## config.mk

```make
export PLATFORM = sky130hd
export DESIGN_NAME = threshold_run_length_encoder_top
export DESIGN_NICKNAME = d
export VERILOG_FILES = /design/src/trle_pkg.sv /design/src/trle_resq.sv /design/src/threshold_run_length_encoder_top.sv
export SDC_FILE = /design/constraint.sdc
export NUM_CORES = 1
export LEC_CHECK = 0
export BUFFER_PORTS_ARGS = -buffer_cell sky130_fd_sc_hd__buf_4
export CORE_MARGIN = 2
export CORE_UTILIZATION = 50
export CTS_CLUSTER_DIAMETER = 100
export DETAILED_ROUTE_END_ITERATION = 8
export GPL_TIMING_DRIVEN = 0
export PLACE_DENSITY = 0.66
export REMOVE_ABC_BUFFERS = 1
export SLEW_MARGIN = 30
export SYNTH_ARGS = -nofsm -noshare
export SYNTH_HDL_FRONTEND = slang
export SYNTH_HIERARCHICAL = 1
export SYNTH_SLANG_ARGS = --single-unit
```

## constraint.sdc

```tcl
create_clock -name clk_i -period 12.9 [get_ports clk_i]
set_input_delay 1.29 -clock clk_i [delete_from_list [all_inputs] [get_ports clk_i]]
set_output_delay 1.29 -clock clk_i [all_outputs]
set_load 0.005 [all_outputs]
```

## src/trle_pkg.sv

```systemverilog
// Shared types, constants and helpers for the threshold run-length encoder.
package trle_pkg;

  localparam int unsigned PixW    = 8;
  localparam int unsigned ByteW   = 8;
  localparam int unsigned LenW    = 16;
  localparam int unsigned KindW   = 2;
  localparam int unsigned CfgIdxW = 1;
  localparam int unsigned CfgW    = 16;
  localparam int unsigned MaxRes  = 5;
  localparam int unsigned CntW    = $clog2(MaxRes + 1);

  localparam logic [PixW-1:0] ThresholdRst = 8'd128;
  localparam logic [LenW-1:0] ByteLimitRst = 16'd1024;
  localparam logic [LenW-1:0] RunMax       = 16'hFFFF;

  typedef enum logic [KindW-1:0] {
    KIND_DATA     = 2'd0,
    KIND_DONE     = 2'd1,
    KIND_OVERFLOW = 2'd2
  } kind_e;

  typedef enum logic [CfgIdxW-1:0] {
    CFG_THRESHOLD  = 1'b0,
    CFG_BYTE_LIMIT = 1'b1
  } cfg_reg_e;

  typedef struct packed {
    kind_e            kind;
    logic [ByteW-1:0] data_byte;
    logic [LenW-1:0]  coded_length;
    logic             last_of_run;
  } res_t;

  // All results caused by one pixel, slot 0 first.
  typedef struct packed {
    res_t [MaxRes-1:0] slot;
    logic [CntW-1:0]   n;
  } pkt_t;

  typedef struct packed {
    logic room;   // a new packet may load this cycle
    logic empty;  // no results waiting in the queue
  } q_status_t;

  function automatic logic [LenW-1:0] sat_add2(input logic [LenW-1:0] v);
    logic [LenW:0] sum;
    sum = {1'b0, v} + (LenW+1)'(2);
    return sum[LenW] ? RunMax : sum[LenW-1:0];
  endfunction

  function automatic res_t mk_res(input kind_e k, input logic [ByteW-1:0] b,
                                  input logic [LenW-1:0] len);
    res_t r;
    r.kind         = k;
    r.data_byte    = b;
    r.coded_length = len;
    r.last_of_run  = 1'b0;
    return r;
  endfunction

endpackage

```

## src/trle_resq.sv

```systemverilog
// Result queue: holds one pixel's results and feeds them to the output register.
module trle_resq (
  input  logic                clk_i,
  input  logic                rst_ni,
  input  logic                load_i,
  input  trle_pkg::pkt_t      pkt_i,
  output trle_pkg::q_status_t st_o,
  output logic                out_valid_o,
  input  logic                out_stall_i,
  output trle_pkg::res_t      out_o
);
  import trle_pkg::*;

  res_t [MaxRes-1:0] slot_q;
  logic [CntW-1:0]   cnt_q;
  logic              ov_q;
  res_t              out_q;
  logic              move;

  // advance when a result waits and the output register is free or draining
  assign move        = (cnt_q != '0) && (!ov_q || !out_stall_i);
  assign st_o.room   = (cnt_q == '0) || ((cnt_q == CntW'(1)) && move);
  assign st_o.empty  = (cnt_q == '0);
  assign out_valid_o = ov_q;
  assign out_o       = out_q;

  always_ff @(posedge clk_i or negedge rst_ni) begin
    if (!rst_ni) begin
      cnt_q <= '0;
      ov_q  <= 1'b0;
    end else begin
      if (load_i) begin
        cnt_q <= pkt_i.n;
      end else if (move) begin
        cnt_q <= cnt_q - CntW'(1);
      end
      if (move) begin
        ov_q <= 1'b1;
      end else if (!out_stall_i) begin
        ov_q <= 1'b0;
      end
    end
  end

  always_ff @(posedge clk_i) begin
    if (load_i) begin
      slot_q <= pkt_i.slot;
    end else if (move) begin
      for (int i = 0; i < MaxRes - 1; i++) begin
        slot_q[i] <= slot_q[i+1];
      end
    end
    if (move) begin
      out_q <= slot_q[0];
    end
  end

endmodule

```

## src/threshold_run_length_encoder_top.sv

```systemverilog
// Top level of the threshold run-length encoder.
// Usage:
//   Input channel: pixel_i and frame_end_i with in_valid_i; the block drives
//   in_stall_o. A transfer happens on a clock edge with valid high, stall low.
//   Output channel: kind_o, data_byte_o, coded_length_o, last_of_run_o with
//   out_valid_o; the receiver drives out_stall_i.
//   Config: cfg_valid_i/cfg_ready_o with cfg_index_i (0 threshold, 1 byte
//   limit) and cfg_data_i; write only while the block is idle.
//   A pixel's results are computed at its transfer and held in a small queue;
//   each result then moves from the queue to the output register and
//   transfers from there, one result per cycle while out_stall_i is low.
//   A pixel gives no result while its run goes on, two on a color change,
//   and up to five at a frame end. A new pixel is taken in the cycle the
//   last queued result moves to the output register.
//   Reset clears the run state, the queue and the output valid and loads
//   threshold 128 and byte limit 1024. A stalled output holds its result;
//   the queue then fills and in_stall_o rises.
module threshold_run_length_encoder_top (
  input  logic                          clk_i,
  input  logic                          rst_ni,
  input  logic                          in_valid_i,
  output logic                          in_stall_o,
  input  logic [trle_pkg::PixW-1:0]     pixel_i,
  input  logic                          frame_end_i,
  output logic                          out_valid_o,
  input  logic                          out_stall_i,
  output logic [trle_pkg::KindW-1:0]    kind_o,
  output logic [trle_pkg::ByteW-1:0]    data_byte_o,
  output logic [trle_pkg::LenW-1:0]     coded_length_o,
  output logic                          last_of_run_o,
  input  logic                          cfg_valid_i,
  output logic                          cfg_ready_o,
  input  logic [trle_pkg::CfgIdxW-1:0]  cfg_index_i,
  input  logic [trle_pkg::CfgW-1:0]     cfg_data_i
);
  import trle_pkg::*;

  logic [PixW-1:0] thr_q;
  logic [LenW-1:0] limit_q;
  logic [LenW-1:0] run_q, run_d;
  logic            prev_q, prev_d;
  logic [LenW-1:0] total_q, total_d;
  logic            halted_q, halted_d;

  logic            in_acc;
  logic            white, cont, ovf, prev1;
  logic [LenW-1:0] run1, tot1, tot2;
  res_t [2:0]      tail;
  logic [CntW-1:0] tn;
  pkt_t            pkt;
  q_status_t       q_st;
  res_t            out_res;
  cfg_reg_e        cfg_idx;

  assign cfg_ready_o = 1'b1;
  assign in_stall_o  = !q_st.room;
  assign in_acc      = in_valid_i && !in_stall_o;
  assign cfg_idx     = cfg_reg_e'(cfg_index_i);

  always_ff @(posedge clk_i or negedge rst_ni) begin
    if (!rst_ni) begin
      thr_q   <= ThresholdRst;
      limit_q <= ByteLimitRst;
    end else if (cfg_valid_i && cfg_ready_o) begin
      unique case (cfg_idx)
        CFG_THRESHOLD:  thr_q   <= cfg_data_i[PixW-1:0];
        CFG_BYTE_LIMIT: limit_q <= cfg_data_i[LenW-1:0];
        default: ;
      endcase
    end
  end

  always_comb begin
    white = pixel_i > thr_q;
    cont  = (white == prev_q) && (run_q != RunMax);
    tot1  = cont ? total_q : sat_add2(total_q);
    run1  = cont ? run_q + LenW'(1) : LenW'(1);
    prev1 = cont ? prev_q : white;
    ovf   = tot1 >= limit_q;
    tot2  = sat_add2(tot1);

    tail = '0;
    tn   = '0;
    if (ovf) begin
      tail[0] = mk_res(KIND_OVERFLOW, '0, tot1);
      tn      = CntW'(1);
    end else if (frame_end_i) begin
      tail[0] = mk_res(KIND_DATA, run1[LenW-1:ByteW], '0);
      tail[1] = mk_res(KIND_DATA, run1[ByteW-1:0], '0);
      tail[2] = mk_res(KIND_DONE, '0, tot2);
      tn      = CntW'(3);
    end

    pkt = '0;
    if (!cont) begin
      pkt.slot[0] = mk_res(KIND_DATA, run_q[LenW-1:ByteW], '0);
      pkt.slot[1] = mk_res(KIND_DATA, run_q[ByteW-1:0], '0);
      pkt.slot[2] = tail[0];
      pkt.slot[3] = tail[1];
      pkt.slot[4] = tail[2];
      pkt.n       = tn + CntW'(2);
    end else begin
      pkt.slot[0] = tail[0];
      pkt.slot[1] = tail[1];
      pkt.slot[2] = tail[2];
      pkt.n       = tn;
    end
    // a halted frame drops its pixels
    if (halted_q) begin
      pkt.n = '0;
    end
    for (int i = 0; i < MaxRes; i++) begin
      pkt.slot[i].last_of_run = (CntW'(i + 1) == pkt.n);
    end

    run_d    = run_q;
    prev_d   = prev_q;
    total_d  = total_q;
    halted_d = halted_q;
    if (in_acc) begin
      if (frame_end_i) begin
        run_d    = '0;
        prev_d   = 1'b1;
        total_d  = '0;
        halted_d = 1'b0;
      end else if (!halted_q) begin
        run_d    = run1;
        prev_d   = prev1;
        total_d  = tot1;
        halted_d = ovf;
      end
    end
  end

  always_ff @(posedge clk_i or negedge rst_ni) begin
    if (!rst_ni) begin
      run_q    <= '0;
      prev_q   <= 1'b1;
      total_q  <= '0;
      halted_q <= 1'b0;
    end else begin
      run_q    <= run_d;
      prev_q   <= prev_d;
      total_q  <= total_d;
      halted_q <= halted_d;
    end
  end

  trle_resq u_resq (
    .clk_i       (clk_i),
    .rst_ni      (rst_ni),
    .load_i      (in_acc),
    .pkt_i       (pkt),
    .st_o        (q_st),
    .out_valid_o (out_valid_o),
    .out_stall_i (out_stall_i),
    .out_o       (out_res)
  );

  assign kind_o         = out_res.kind;
  assign data_byte_o    = out_res.data_byte;
  assign coded_length_o = out_res.coded_length;
  assign last_of_run_o  = out_res.last_of_run;

  a_halted_silent: assert property (@(posedge clk_i) disable iff (!rst_ni)
    (in_acc && halted_q) |-> (pkt.n == '0))
    else $error("halted frame produced results");

  a_frame_end_clears: assert property (@(posedge clk_i) disable iff (!rst_ni)
    (in_acc && frame_end_i) |=> (run_q == '0 && total_q == '0 && !halted_q && prev_q))
    else $error("frame state not cleared after frame end");

  a_total_grows: assert property (@(posedge clk_i) disable iff (!rst_ni)
    (in_acc && !frame_end_i) |=> (total_q >= $past(total_q)))
    else $error("coded byte total decreased inside a frame");

  a_results_queued: assert property (@(posedge clk_i) disable iff (!rst_ni)
    (in_acc && pkt.n != '0) |=> !q_st.empty)
    else $error("results lost at queue load");

endmodule

```

==> results of run 1 <==
-- critical path: stages --
cell,delay [ns]
buf_4,0.11
ha_1,0.32
nand4_1,0.17
nor2_1,0.10
a211oi_1,0.53
or4_1,0.41
nand2_4,0.28
inv_2,0.43
nor2_1,0.07
a21oi_1,0.46
ha_1,0.33
a21o_1,0.15
a21o_1,0.17
a211oi_1,0.24
o21ai_0,0.16
a21oi_2,0.57
nand2_1,0.54
nor2_2,0.74
a31oi_1,0.18
a211oi_1,0.41
mux2_2,0.23
-- sequential cells by signal, indices dropped and copies added (netlist names) --
signal              cells
prev_q                  1
run_q                  16
u_resq/out_valid_o      1
halted_q                1
u_resq/slot_q         135
u_resq/out_o           27
thr_q                   8
total_q                16
u_resq/cnt_q            3
limit_q                16
-- power groups by stage --
stage / clock network (mW) / logic (mW) / registers [mW]
after floorplan: 0 / 0.550 / 1.26
after global placement: 0 / 0.776 / 1.28
after detailed placement: 0 / 0.793 / 1.27
after CTS: 0.728 / 0.798 / 1.26
after global routing: 0.760 / 0.875 / 1.28
final: 0.714 / 0.791 / 1.25
-- metrics by stage --
stage,instance area (um2),instances
2_1_floorplan,11350,954
3_3_place_gp,12150,1298
3_5_place_dp,12330,1303
4_1_cts,13140,1347
5_1_grt,13170,1348
6_report,13170,1348
-- cell families after synthesis --
group	after synthesis	synth area share, %
AO/OA/AOI/OAI	192	10.31
flip-flops	224	56.52
AND/OR/NAND/NOR	253	11.11
multiplexers	138	14.41
adder cells (fa/ha/maj)	32	3.525
XOR/XNOR	6	0.4627
other	2	0.06612
buffers and inverters	92	3.591
-- cells in the final DEF (no fill, tap or decap), types with 3 or more instances in the layout --
| cell | count |
|---|---|
| a211o_1 | 3 |
| a211oi_1 | 9 |
| a21o_1 | 8 |
| a21oi_1 | 36 |
| a22o_1 | 9 |
| a31oi_1 | 5 |
| and2_1 | 17 |
| and3_1 | 14 |
| and4_1 | 4 |
| buf_16 | 5 |
| buf_4 | 59 |
| bufinv_16 | 4 |
| clkbuf_1 | 5 |
| clkbuf_16 | 25 |
| clkinv_1 | 4 |
| clkinv_2 | 4 |
| conb_1 | 62 |
| dfrtp_1 | 59 |
| dfstp_2 | 3 |
| edfxtp_1 | 162 |
| ha_1 | 32 |
| inv_1 | 45 |
| mux2_2 | 105 |
| mux2_4 | 24 |
| mux2i_1 | 8 |
| nand2_1 | 84 |
| nand2b_1 | 5 |
| nand3_1 | 22 |
| nand4_1 | 6 |
| nor2_1 | 56 |
| nor2b_1 | 3 |
| nor3_1 | 15 |
| o211ai_1 | 3 |
| o21ai_0 | 79 |
| o22ai_1 | 7 |
| o31ai_1 | 11 |
| xnor2_1 | 6 |
-- area by class of cell --
type	instances	area, um2	area share [%]
repair buffers	65	600.6	4.559
clock buffers	30	644.4	4.891
multi-input cells	683	4798	36.42
well taps	285	356.6	2.707
flip-flops and latches	224	6420	48.73
inverters	47	183.9	1.396
clock inverters	14	170.2	1.292
-- metal layers --
metal	vias to the layer above	track usage [%]
met5	-	0
met4	0	5.071
met3	31	3.362
met2	227	29.57
met1	3525	28.76
li1	3615	-
-- final timing paths --
| check | slack (ns) | depth (start not counted) | to |
|---|---|---|---|
| max in group asynchronous | 11.62 | 2 | prev_q |
| setup / recovery | 5.38 | 21 | u_resq/slot_q[66] |
| hold / removal | 0.41 | 0 | u_resq/out_o[24] |
| hold reg to reg | 0.41 | 0 | u_resq/out_o[24] |
| min in group asynchronous | 0.68 | 1 | limit_q[15] |
| setup reg to reg | 5.71 | 20 | u_resq/slot_q[66] |
==> metrics, run 1 <==
drt total wl around 23 mm; Peak VDD IR 0.09020 mV; Total Routing Usage GR between 10% and 20%; status completed; maximum number of pins on one net before global-route repair 91; Hold Crit Class flop to flop; Net Sw Frac 28.23%; synth warn 6; clock sinks 224; Worst Setup Slack, final 5.381 ns; final core utilization between 50% and 60%; IO Port Bufs just under 60; Post-synth EDFFs 162; H-tree depth 1; Vias approximately 7400; RSZ-0062 raised after global routing no; Psw between 0.7 and 0.8 mW; static leakage approximately 5.3 nW; clk buf depth 3; Post-CTS Resized 0; CTS tree done; area delta synth->final 15.98%; Yosys cell types 67; Synth top cells by count edfxtp_1 (162), mux2_2 (105), nand2_1 (84), o21ai_0 (79), dfrtp_1 (59); Relative slew margins 44.33%; cell count after synthesis around 940; CTS Hold Bufs 0; Remaining Overflow, GRT 0; register area share after synthesis 56.52%; DRT Pass-1 Iters 5; Min Hold Slack 0.4102 ns; initial core utilization 50.48%; Arrival @ worst endpoint approximately 7.9 ns; initial DRC count 693; clk_lat worst skew 0.51 ns; top cells by area, synth edfxtp_1 (43%), dfrtp_1 (13%), mux2_2 (10%); worst slack, placed 4.993 ns; clock network power share approximately a quarter; gp weighted congestion approximately 0.9; cell with the most instances after synthesis edfxtp_1; max-cap viol count 0; FILL cells 1804; # rows 55; DR vias/cell 5.488; crit share post-route 58.29%; Top Layer Used met4; crit-path max FO 26; DIE WIDTH ~150 um; Post-Syn Area between 10000 and 15000 um2; CTS clock-pin slew for the worst setup and hold paths 0.06 ns; share of the synthesized area in the top cell type 42.83%; Final Hold Fails 0; Die Height 154.7 um; Pwr Total 2.759 mW; antenna violations before repair 0; met2 routed WL 9.983 mm; Critical Setup Path Class primary input to flop; # nets final between 1000 and 1500; Worst Max-Slew Pin Slew approximately 0.83 ns; crit path time final 7.519 ns; Post-CTS Setup Bufs 0; drt drc 0; Min-Delay Startpoint u_resq/slot_q[24]; Antenna Cells 0; worst clock skew 0.009986 ns; wire length per cell 16.75 um; Final HPWL DP 14.64 mm; Detail Route met3 WL 1.443 mm; num ports 61; Synth async-reset ratio ~28%; CTS Buf Count 25; pwr/cell area 209.4 nW/um2; post-synth top area cell edfxtp_1; RR Startpoint run_q[0]; vias in the first global route 7220; setup violators final 0; first-pass GRT wire length about 37 mm; met1 wire length 10.78 mm; setup TNS 0 ns; fmax 0.1330 GHz; main flop type after synthesis edfxtp_1; crit end category flop; Flop pwr share a little under half; Antenna Nets Post-Route 0; mean area per synthesized cell between 10 and 15 um2; CTS Root Cell clkbuf_16; fin. max-slew vios 0; Die Area 23940 um2; core area 22500 um2; crit start category primary input; WP data required 13.29 ns; post-synthesis register bit count 224; combinational share of power 28.7%; internal power 1.980 mW; Crit. Startpoint pixel_i[7]; ratio of cells with drive above 1 in the final layout roughly 24%
(Power assumes the default switching activity.)
==> inputs of run 2 (changes only) <==
==> constraint.sdc (replaced) <==
create_clock -name clk_i -period 7 [get_ports clk_i]
set_input_delay 0.7 -clock clk_i [delete_from_list [all_inputs] [get_ports clk_i]]
set_output_delay 0.7 -clock clk_i [all_outputs]
set_load 0.005 [all_outputs]
==> metrics, run 2 (synthesized netlist as in run 1, its figures left out) <==
status completed; H-tree depth 1; Pwr Total 5.081 mW; CTS tree done; fin. max-slew vios 0; num ports 61; Worst Setup Slack, final 0.4314 ns; Critical Setup Path Class flop to flop; Final Hold Fails 0; maximum number of pins on one net before global-route repair 91; core area roughly 23000 um2; # nets final approximately 1100; CP cell instances inv_1 -> ha_1 -> nand4_1 -> nor2_1 -> a211oi_1 -> or4_1 -> nand2_4 -> inv_2 -> nor2_1 -> a21oi_1 -> ha_1 -> a21o_1 -> a21o_1 -> a211oi_1 -> o21ai_0 -> a21oi_4 -> nand2_2 -> nor2_4 -> a31oi_1 -> a211oi_1 -> mux2_2; # rows 55; drt total wl ~23 mm; crit start category flop; area delta synth->final 16.12%; gp weighted congestion 0.8791; static leakage 5.316 nW; setup violators final 0; Final Cell Area 13190 um2; Biggest register u_resq/slot_q; Vias between 7000 and 8000; clk buf depth 3; Remaining Overflow, GRT 0; cell family with most CP delay compound AO/OA/AOI/OAI gates; clk_lat worst skew 0.51 ns; worst slack, placed -0.3174 ns; DIE WIDTH ~150 um; Total Routing Usage GR between 10% and 20%; most frequent CP cell a211oi_1; commonest cells after routing, fill and taps aside edfxtp_1 (162), mux2_2 (105), nand2_1 (83), o21ai_0 (79), conb_1 (62); clock sinks 224; Hold Crit Class primary input to async pin; DRT Pass-1 Iters 5; FILL cells 1802; Min Hold Slack 0.09458 ns; Worst Max-Slew Pin Slew a little over 0.8 ns; vias in the first global route 7227; crit end category flop; R2R Setup Slk ~0.43 ns; ratio of cells with drive above 1 in the final layout 24.27%; CTS Root Cell clkbuf_16; Die Height between 150 and 200 um; initial core utilization 50.48%; drt drc 0; worst clock skew 0.008272 ns; crit path time final 6.569 ns; critical path buffer and inverter count 2; Arrival @ worst endpoint 6.95 ns; final core utilization 58.61%; wire length per cell 16.69 um; CTS Hold Bufs 0; Final HPWL DP 14.64 mm; first-pass GRT wire length 37.33 mm; max-cap viol count 0; Die Area roughly 24000 um2; Post-CTS Setup Bufs 0; max reg flops 135; DR vias/cell 5.510; Antenna Nets Post-Route 0; WP data required 7.38 ns; Antenna Cells 0; commonest non-fill, non-tap cell in the layout edfxtp_1; Relative slew margins ~45%; IO Port Bufs about 60; Post-DP Area 12330 um2; initial DRC count about 660; crit-path max cell delay 0.54 ns; fmax 0.1522 GHz; slowest stage cell, crit path a211oi_1; CTS clock-pin slew for the worst setup and hold paths 0.06 ns; RSZ-0062 raised after global routing no; Post-Place Cells 1303; crit-path max FO 26; pwr/cell area 385.2 nW/um2; Peak VDD IR 0.1661 mV; setup TNS 0 ns; CTS Buf Count 25; Post-CTS Resized 1; Layout Cells excl Fill approximately 1300; antenna violations before repair 0; crit share post-route between 90% and 100%
==> run 2: cell types whose count changed in the layout (fill, tap and decap cells not counted) <==
| cell | before | now |
|---|---|---|
| a21oi_2 | 1 | 0 |
| a21oi_4 | 1 | 2 |
| nand2_1 | 84 | 83 |
| nand2_2 | 0 | 1 |
| nor2_2 | 2 | 1 |
| nor2_4 | 0 | 1 |
==> run 2: report_power, final <==
group	switching [mW]	internal [mW]
combinational	0.771	0.686
clock	0.514	0.799
sequential	0.147	2.16
==> run 2: path summary, 6_finish.rpt <==
kind                              startpoint                 to  cells after the start
setup / recovery                    thr_q[7]  u_resq/slot_q[66]                     21
hold / removal                        rst_ni        limit_q[15]                      1
setup reg to reg                    thr_q[7]  u_resq/slot_q[66]                     21
hold reg to reg            u_resq/slot_q[24]   u_resq/out_o[24]                      0
max in group asynchronous             rst_ni             prev_q                      2
min in group clk_i             cfg_data_i[3]           thr_q[3]                      3
==> run 2: worst register-to-register path, stage by stage (launching register included) <==
cell	delay, ns
dfstp_2	0.51
inv_1	0.05
ha_1	0.31
nand4_1	0.17
nor2_1	0.10
a211oi_1	0.54
or4_1	0.41
nand2_4	0.28
inv_2	0.45
nor2_1	0.08
a21oi_1	0.45
ha_1	0.33
a21o_1	0.15
a21o_1	0.17
a211oi_1	0.24
o21ai_0	0.20
a21oi_4	0.44
nand2_2	0.32
nor2_4	0.44
a31oi_1	0.16
a211oi_1	0.42
mux2_2	0.23
==> run 2: area by class of cell <==
| cell class | count | area (um2) | area share, % |
|---|---|---|---|
| flip-flops and latches | 224 | 6420 | 48.68 |
| multi-input cells | 683 | 4813 | 36.50 |
| clock buffers | 30 | 644.4 | 4.886 |
| repair buffers | 65 | 600.6 | 4.554 |
| well taps | 285 | 356.6 | 2.704 |
| inverters | 47 | 183.9 | 1.395 |
| clock inverters | 14 | 170.2 | 1.290 |
==> run 2: layer usage <==
metal / routed length (um) / GRT usage (%) / vias up
met5: 0 / 0 / -
met3: 1385 / 3.474 / 31
li1: - / - / 3621
met2: 9925 / 29.44 / 221
met4: 357 / 5.159 / 0
met1: 10830 / 28.79 / 3554
